File: config.mk
export PLATFORM = sky130hd
export DESIGN_NAME = edd_diffuse
export DESIGN_NICKNAME = d
export VERILOG_FILES = /design/src/hw/rtl/edd_pkg.sv /design/src/hw/rtl/edd_diffuse.sv
export SDC_FILE = /design/constraint.sdc
export NUM_CORES = 1
export LEC_CHECK = 0
export BUFFER_PORTS_ARGS = -buffer_cell sky130_fd_sc_hd__buf_2
export CAP_MARGIN = 10
export CORE_MARGIN = 5
export CORE_UTILIZATION = 50
export DETAILED_ROUTE_END_ITERATION = 16
export GPL_ROUTABILITY_DRIVEN = 0
export PLACE_DENSITY = 0.72
export SLEW_MARGIN = 10
export SYNTH_ARGS = -nofsm -noshare
export SYNTH_HDL_FRONTEND = slang
export SYNTH_SLANG_ARGS = --single-unit
File: constraint.sdc
create_clock -name clock -period 16.9 [get_ports clock]
set_input_delay 3.38 -clock clock [delete_from_list [all_inputs] [get_ports clock]]
set_output_delay 3.38 -clock clock [all_outputs]
set_load 0.05 [all_outputs]
File: src/hw/rtl/edd_pkg.sv
// ---------------------------------------------------------------------------
// edd_pkg - shared types and constants of the error diffusion dither
// Fixed-point constants, register indexes, control struct and the 16-bit
// saturation helpers used by the datapath and the top level.
// ---------------------------------------------------------------------------
package edd_pkg;

   // pixel values are 16 times the level, full scale is 16 * 255
   localparam int EDD_LEVEL_W = 8;
   localparam int EDD_ERR_W   = 16;
   localparam int EDD_WIDE_W  = 20;
   localparam logic signed [EDD_ERR_W-1:0] EDD_FULL_SCALE = 16'sd4080;
   localparam logic signed [EDD_ERR_W-1:0] EDD_THRESHOLD  = 16'sd2040;

   // configuration registers
   localparam int EDD_WIDTH_CSR_W  = 11;
   localparam int EDD_HEIGHT_CSR_W = 13;
   localparam int EDD_CSR_DATA_W   = 13;
   localparam int EDD_CSR_INDEX_W  = 1;
   localparam logic [EDD_WIDTH_CSR_W-1:0]  EDD_WIDTH_RESET  = 11'd640;
   localparam logic [EDD_HEIGHT_CSR_W-1:0] EDD_HEIGHT_RESET = 13'd480;
   localparam logic [EDD_HEIGHT_CSR_W-1:0] EDD_HEIGHT_CAP   = 13'd4096;

   localparam int EDD_ROW_W = 12;
   localparam int EDD_MAX_WIDTH_DEFAULT = 1024;

   typedef enum logic [EDD_CSR_INDEX_W-1:0] {
      EDD_CSR_FRAME_WIDTH  = 1'd0,
      EDD_CSR_FRAME_HEIGHT = 1'd1
   } edd_csr_type;

   // per-item position flags, settled when the item is accepted
   typedef struct packed {
      logic first_col;
      logic last_col;
      logic row_zero;
      logic eof;
   } edd_ctl_type;

   // sign extend a 16-bit value to the wide working width
   function automatic logic signed [EDD_WIDE_W-1:0] edd_ext(
      input logic signed [EDD_ERR_W-1:0] v
   );
      return {{(EDD_WIDE_W-EDD_ERR_W){v[EDD_ERR_W-1]}}, v};
   endfunction

   // clamp a wide value to 16-bit signed
   function automatic logic signed [EDD_ERR_W-1:0] edd_sat16(
      input logic signed [EDD_WIDE_W-1:0] v
   );
      if (v > 20'sd32767) begin
         return 16'sh7fff;
      end else if (v < -20'sd32768) begin
         return 16'sh8000;
      end
      return v[EDD_ERR_W-1:0];
   endfunction

endpackage

File: src/hw/rtl/edd_diffuse.sv
// ---------------------------------------------------------------------------
// edd_diffuse - threshold and error split
// Adds the carried and stored errors to the pixel, picks the dot and splits
// the error 7/3/5/1 sixteenths; keeps the carries along the current row.
// ---------------------------------------------------------------------------
module edd_diffuse
   import edd_pkg::*;
(
   input  logic                          clock,
   input  logic                          reset,
   input  logic                          advance,
   input  logic [EDD_LEVEL_W-1:0]        level,
   input  logic signed [EDD_ERR_W-1:0]   above,
   input  edd_ctl_type                   ctl,
   output logic                          dot_on,
   output logic signed [EDD_ERR_W-1:0]   left_sum,
   output logic signed [EDD_ERR_W-1:0]   below_sum
);

   logic signed [EDD_ERR_W-1:0]  right_carry_ff, right_carry_in;
   logic signed [EDD_ERR_W-1:0]  below_left_ff, below_left_in;
   logic signed [EDD_ERR_W-1:0]  below_ff, below_in;

   logic signed [EDD_ERR_W-1:0]  above_eff;
   logic signed [EDD_WIDE_W-1:0] sum_wide;
   logic signed [EDD_ERR_W-1:0]  old_val;
   logic signed [EDD_WIDE_W-1:0] diff_wide;
   logic signed [EDD_ERR_W-1:0]  err;
   logic signed [EDD_WIDE_W-1:0] err_w, m7, m3, m5;
   logic signed [EDD_ERR_W-1:0]  s7, s3, s5, s1;

   // pixel plus carried errors, then threshold
   always_comb begin
      above_eff = ctl.row_zero ? '0 : above;
      sum_wide  = $signed({{(EDD_WIDE_W-EDD_LEVEL_W-4){1'b0}}, level, 4'b0000})
                + edd_ext(right_carry_ff) + edd_ext(above_eff);
      old_val   = edd_sat16(sum_wide);
      dot_on    = (old_val > EDD_THRESHOLD);
      diff_wide = edd_ext(old_val) - (dot_on ? edd_ext(EDD_FULL_SCALE) : '0);
      err       = edd_sat16(diff_wide);
   end

   // shares by shift and add, floored by arithmetic shift
   always_comb begin
      err_w = edd_ext(err);
      m7    = (err_w <<< 3) - err_w;
      m3    = (err_w <<< 1) + err_w;
      m5    = (err_w <<< 2) + err_w;
      s7    = $signed(m7[EDD_WIDE_W-1:4]);
      s3    = $signed(m3[EDD_WIDE_W-1:4]);
      s5    = $signed(m5[EDD_WIDE_W-1:4]);
      s1    = {{4{err[EDD_ERR_W-1]}}, err[EDD_ERR_W-1:4]};
      left_sum  = edd_sat16(edd_ext(below_left_ff) + edd_ext(s3));
      below_sum = edd_sat16(edd_ext(below_ff) + edd_ext(s5));
   end

   // carries along the row, cleared at row end
   always_comb begin
      right_carry_in = right_carry_ff;
      below_left_in  = below_left_ff;
      below_in       = below_ff;
      if (advance) begin
         if (ctl.last_col) begin
            right_carry_in = '0;
            below_left_in  = '0;
            below_in       = '0;
         end else begin
            right_carry_in = s7;
            below_left_in  = below_sum;
            below_in       = s1;
         end
      end
   end

   always_ff @(posedge clock) begin
      if (reset) begin
         right_carry_ff <= '0;
         below_left_ff  <= '0;
         below_ff       <= '0;
      end else begin
         right_carry_ff <= right_carry_in;
         below_left_ff  <= below_left_in;
         below_ff       <= below_in;
      end
   end

endmodule
# Word-level counts from Yosys, hierarchy flattened
# Index checks and enable logic that the tools add are counted.
# classes
n_addsub,8
magnitude_cmp,9
n_mux,25
# ops
operator,n
16-bit 2-to-1 mux,16
"17-bit by 16-bit greater-than comparator with 1-bit output, second input constant",3
"17-bit by 16-bit less-than comparator with 1-bit output, second input constant",3
17-bit by 16-bit adder with 18-bit output,2
19-bit by 16-bit subtractor with 20-bit output,1
18-bit by 16-bit adder with 19-bit output,1
"18-bit by 16-bit greater-than comparator with 1-bit output, second input constant",1
"18-bit by 16-bit less-than comparator with 1-bit output, second input constant",1
13-bit by 16-bit adder with 17-bit output,1
16-bit by 14-bit adder with 17-bit output,1
16-bit by 15-bit adder with 17-bit output,1
16-bit by 13-bit subtractor with 17-bit output,1
"16-bit by 12-bit greater-than comparator with 1-bit output, second input constant",1
12-bit 2-to-1 mux,1
1-bit 2-to-1 mux,8
# totals
regBits,48
inputBits,31
output_inout_bits,33
elab_cells,45

# Depth between registers and ports, before layout
# depth
word_depth,20
mapped_depth,54
ltp_nobuf,51

# Worst setup path before layout
# Ideal clock, no wire load.
# synth_timing
path_type,input port to output port
startpoint,input ctl[1] (netlist name)
endpoint,output left_sum[11]
t_arrival_ns,14.076
t_required_ns,13.520
path_slack_ns,-0.556
stages,51
n_path_buf,4
cell_sequence,clkbuf_1 nor2b_1 fa_1 ha_1 a21o_1 a221oi_1 a211oi_2 o31ai_1 buf_2 a31o_4 clkbuf_1 a21oi_1 nand2_1 nand3_1 nand2_1 inv_1 ha_1 fa_1 [... 15 more ...] nor2b_1 nor2_1 xnor2_1 ha_1 inv_1 o21ai_0 a21oi_1 o21ai_0 a21oi_1 o21ai_0 a21oi_1 o21ai_0 a21oi_1 o2111ai_1 a21oi_1 xnor2_1 nor2_1 o21ai_0
# synth_via
elab_chain_cells,19
elab_cells_between_ends,25
classes_between,4 x add/sub; 7 x order compare; 14 x mux
# synth_rtl
item,line,text
from (decl),edd_diffuse.sv:14,"input edd_ctl_type ctl,"
16-bit 2-to-1 mux (*),edd_diffuse.sv:34,above_eff = ctl.row_zero ? '0 : above;
17-bit by 16-bit adder with 18-bit output (*),edd_diffuse.sv:36,+ edd_ext(right_carry_ff) + edd_ext(above_eff);
18-bit by 16-bit less-than comparator with 1-bit output,edd_pkg.sv:53,end else if (v < -20'sd32768) begin
1-bit 2-to-1 mux,edd_pkg.sv:53,
1-bit 2-to-1 mux,edd_pkg.sv:51,if (v > 20'sd32767) begin
16-bit 2-to-1 mux (*),edd_pkg.sv:56,return v[EDD_ERR_W-1:0];
16-bit by 12-bit greater-than comparator with 1-bit output (*),edd_diffuse.sv:38,dot_on = (old_val > EDD_THRESHOLD);
named net dot_on,edd_diffuse.sv:15,"output logic dot_on,"
[... 4 more ...],-,
1-bit 2-to-1 mux,edd_pkg.sv:51,
16-bit 2-to-1 mux (*),edd_pkg.sv:56,
17-bit by 16-bit adder with 18-bit output (*),edd_diffuse.sv:47,m3 = (err_w <<< 1) + err_w;
16-bit by 14-bit adder with 17-bit output (*),edd_diffuse.sv:53,left_sum = edd_sat16(edd_ext(below_left_ff) + edd_ext(s3));
17-bit by 16-bit less-than comparator with 1-bit output,edd_pkg.sv:53,
1-bit 2-to-1 mux,edd_pkg.sv:53,
1-bit 2-to-1 mux,edd_pkg.sv:51,
16-bit 2-to-1 mux (*),edd_pkg.sv:56,
to (decl),edd_diffuse.sv:16,"output logic signed [EDD_ERR_W-1:0] left_sum,"
# The timed path passes the listed nets; every way through them passes the cells marked *.

# Final worst setup path
# layout_timing
startpoint,input ctl[1] (netlist name)
endpoint,output below_sum[15]
# layout_via
elab_chain_cells,19
elab_cells_between_ends,25
classes_between,4 x add/sub; 7 x order compare; 14 x mux
# layout_rtl
item,line,text
16-bit 2-to-1 mux (*),edd_diffuse.sv:34,
17-bit by 16-bit adder with 18-bit output (*),edd_diffuse.sv:36,
18-bit by 16-bit less-than comparator with 1-bit output,edd_pkg.sv:53,
1-bit 2-to-1 mux,edd_pkg.sv:53,
1-bit 2-to-1 mux,edd_pkg.sv:51,
16-bit 2-to-1 mux (*),edd_pkg.sv:56,
16-bit by 12-bit greater-than comparator with 1-bit output,edd_diffuse.sv:38,
12-bit 2-to-1 mux,edd_diffuse.sv:39,diff_wide = edd_ext(old_val) - (dot_on ? edd_ext(EDD_FULL_SCALE) : '0);
[... 3 more ...],-,
1-bit 2-to-1 mux,edd_pkg.sv:51,
16-bit 2-to-1 mux (*),edd_pkg.sv:56,
18-bit by 16-bit adder with 19-bit output (*),edd_diffuse.sv:48,m5 = (err_w <<< 2) + err_w;
16-bit by 15-bit adder with 17-bit output (*),edd_diffuse.sv:54,below_sum = edd_sat16(edd_ext(below_ff) + edd_ext(s5));
17-bit by 16-bit less-than comparator with 1-bit output,edd_pkg.sv:53,
1-bit 2-to-1 mux,edd_pkg.sv:53,
1-bit 2-to-1 mux,edd_pkg.sv:51,
16-bit 2-to-1 mux (*),edd_pkg.sv:56,
to (decl),edd_diffuse.sv:17,output logic signed [EDD_ERR_W-1:0] below_sum
# Every way passes the cells marked *; elsewhere a longest branch is shown, timed or not.

==> reports/metrics.csv <==
stage,metric,value,unit
outcome,run_status,finished clean,
layout,area_growth,19.87,%
placement,detailedPlace.worstSlack,-0.07176,ns
timing,setup-violations-final,0,
global_routing,globalRouteTotalUtil,0.2147,
setup_path,worstPathArrival,12.84,ns
clocking,cts_hold_buf,0,
yosys,asyncSetResetFlopFracSynth,0,
clocking,cts_root_buffer,sky130_fd_sc_hd__clkbuf_16,
layout,fin_util,0.6122,
drt,num_vias,6663,
setup_path,crit_fanout,8,
flow_run,maxCapViolations,0,
yosys,synth.distinct_cells,76,
layout,register_area,880.8,sq um
global_routing,grt.overflow.total,0,
clocking,total_clock_buffers_created_by_cts,5,
timing,period_needed,16.22,ns
layout,nNetsFinal,1153,
timing,layout_setup_ws,0.6819,ns
global_routing,first_global_vias,6177,
yosys,netlist_area,6764,sq um
placement,detailedPlacementHpwl,14.06,mm
yosys,synthMostInstantiatedCell,sky130_fd_sc_hd__ha_1,
yosys,netlist_instances,911,
clocking,htreeDepth,2,
global_routing,grt_start_max_net_pins,28,
hold_path,hold_path_class,flip-flop to flip-flop,
clocking,cts_tree,built,
setup_path,cp-start-kind,input port,
layout,count_of_antenna_diodes_in_the_layout,0,
drt,drt-wirelength-per-cell,14.92,um
drt,final_antenna_net_count,0,
clocking,clock_latency_late_sink,0.29,ns
setup_path,crit_required,13.52,ns
setup_path,cpLargestDelayFamily,compound AO/OA/AOI/OAI gates,
layout,fraction_of_layout_cells_with_a_size_suffix_above_1,0.2010,
layout,post-route-cell-area,8108,sq um
clocking,clk_pin_slew_worst_paths,0.06,ns
floorplanning,starting_density_of_the_core,0.5108,
global_routing,grt_pass1_wl,29.21,mm
floorplanning,core,13240,sq um
placement,buffer_ports.inserted,61,
yosys,netlist_top_cells_area,"sky130_fd_sc_hd__ha_1 20%, sky130_fd_sc_hd__dfxtp_1 13%, sky130_fd_sc_hd__a21oi_1 6.7%",
timing,worst_pin_slew,0.6314,ns
drt,firstDrtPassIters,5,
timing,timing.slew.headroom,0.5791,
timing,final_hold_viol_count,0,
yosys,syn-mean-instance-area,7.425,sq um
yosys,ys_warn_count,0,
layout,multi_input_comb_area,5838,sq um
layout,fill_cell_instance_count_of_the_final_layout,1262,
setup_path,crit_path_max_incr_delay,0.49,ns
timing,final.setup_skew,0.008908,ns
floorplanning,die_height,126.3,um
setup_path,worst-path-buf-inv,5,
drt,drc_errors,0,
clocking,cts_num_sinks,44,
floorplanning,ios,64,
timing,final.period_utilization,0.9596,
floorplanning,chipWidth,126.3,um
yosys,seq_area_frac_synth,0.1302,
drt,drt_iter0_markers,400,
setup_path,critical-path-slowest-cell,sky130_fd_sc_hd__fa_1,
drt,finalWirelength,17.62,mm
yosys,synth.ff_latch_count,44,
global_routing,grt_antenna_before_repair,0,
floorplanning,die_area,15950,sq um
floorplanning,fp-row-count,42,
timing,setup_tns,0,ns
setup_path,setup.worst_path.class,input port to primary output,
yosys,synth_enable_flop_cells,0,
yosys,synthDominantCellAreaShare,0.1961,
setup_path,cp-end-kind,primary output,
yosys,synth_fp_nets,1060,
yosys,dominantRegCellSynth,sky130_fd_sc_hd__dfxtp_1,
timing,fmaxAchievable,0.06166,GHz
yosys,yosysTopAreaCell,sky130_fd_sc_hd__ha_1,
setup_path,crit_top_cell,sky130_fd_sc_hd__ha_1,
timing,slew_viol_final,0,
placement,placedInstanceArea,7730,sq um
clocking,clockBufferDepth,2,
drt,vias_per_cell,5.642,
yosys,yosys-top-cells-count,"106 x sky130_fd_sc_hd__ha_1, 98 x sky130_fd_sc_hd__nor2_1, 91 x sky130_fd_sc_hd__a21oi_1",
==> final cells by class <==
class / instances / area share
clock inverter: 2 / 0.004321
tap: 176 / 0.02716
multi-input combinational: 773 / 0.7201
sequential: 44 / 0.1086
clock buffer: 6 / 0.01590
inverter: 71 / 0.03333
timing repair buffer: 109 / 0.09059
==> worst register-to-register path: cells and delay by family, from the launching register on <==
family	cells	cell delay (ns)
AO/OA/AOI/OAI	23	4.13
AND/OR/NAND/NOR	14	2.24
adder cells (fa/ha/maj)	7	2.06
buffers and inverters	3	0.49
XOR/XNOR	2	0.40
flip-flops	1	0.34
==> metrics by stage <==
stage,hold WS [ns],instances
6_report,0.4624,1181
5_1_grt,0.4921,1181
2_1_floorplan,0.4297,911
3_5_place_dp,0.4527,1170
3_3_place_gp,0.4434,1170
4_1_cts,0.4672,1178
==> registers in the layout, indices dropped and copies added (netlist names) <==
register / cells
right_carry_ff: 16
below_ff: 12
below_left_ff: 16
==> cells by family after synthesis <==
| logic type | share of synthesized area |
|---|---|
| fa+ha+maj | 0.2316 |
| buf+inv | 0.05309 |
| simple gates | 0.2244 |
| xor+xnor | 0.08158 |
| compound gates | 0.2791 |
| flops | 0.1302 |
==> per-layer routing <==
metal,global-route usage,share of wire,vias up
li1,-,-,3419
met4,0.02587,0.0076,0
met5,0,0,-
met3,0.02690,0.041,13
met2,0.3540,0.46,141
met1,0.3102,0.49,3090
==> cell usage in the layout, fill, tap and decap left out, types with 7 or more instances in the layout <==
master                     count
sky130_fd_sc_hd__a21o_1       16
sky130_fd_sc_hd__a21oi_1      68
sky130_fd_sc_hd__a21oi_2      17
sky130_fd_sc_hd__a21oi_4       8
sky130_fd_sc_hd__a31oi_1       7
sky130_fd_sc_hd__and2_1        7
sky130_fd_sc_hd__buf_2        45
sky130_fd_sc_hd__buf_4        52
sky130_fd_sc_hd__clkbuf_4      9
sky130_fd_sc_hd__dfxtp_1      44
sky130_fd_sc_hd__fa_1         11
sky130_fd_sc_hd__ha_1        101
sky130_fd_sc_hd__inv_1        70
sky130_fd_sc_hd__nand2_1      57
sky130_fd_sc_hd__nand2b_1     20
sky130_fd_sc_hd__nand3_1      19
sky130_fd_sc_hd__nor2_1       86
sky130_fd_sc_hd__nor2_2       12
sky130_fd_sc_hd__nor2b_1      52
sky130_fd_sc_hd__nor3_1       24
sky130_fd_sc_hd__o211ai_1      7
sky130_fd_sc_hd__o21a_1        9
sky130_fd_sc_hd__o21ai_0      53
sky130_fd_sc_hd__o21ai_1      13
sky130_fd_sc_hd__xnor2_1      46
sky130_fd_sc_hd__xor2_1       16
==> what timing repair did <==
| action | 4_1_cts | 5_1_grt |
|---|---|---|
| setup buffers | 0 | 3 |
| endpoints found under the setup margin | 25 | 27 |
| gates resized for setup | 6 | 68 |
| pin swaps | 2 | 12 |
| hold endpoints to repair | 0 | 0 |
| cloned | 0 | 0 |
==> worst paths after layout <==
check             cells after the start                end  slack [ns]         startpoint
setup / recovery                     50      below_sum[15]        0.68             ctl[1]
hold / removal                        2   below_left_ff[8]        0.46   below_left_ff[8]
setup reg to reg                     49  below_left_ff[14]        7.09  right_carry_ff[1]
hold reg to reg                       2   below_left_ff[8]        0.46   below_left_ff[8]
Power is left out: the tool's default activity adds up to more than one toggle a clock period on the data nets, which glitch-free logic cannot reach.
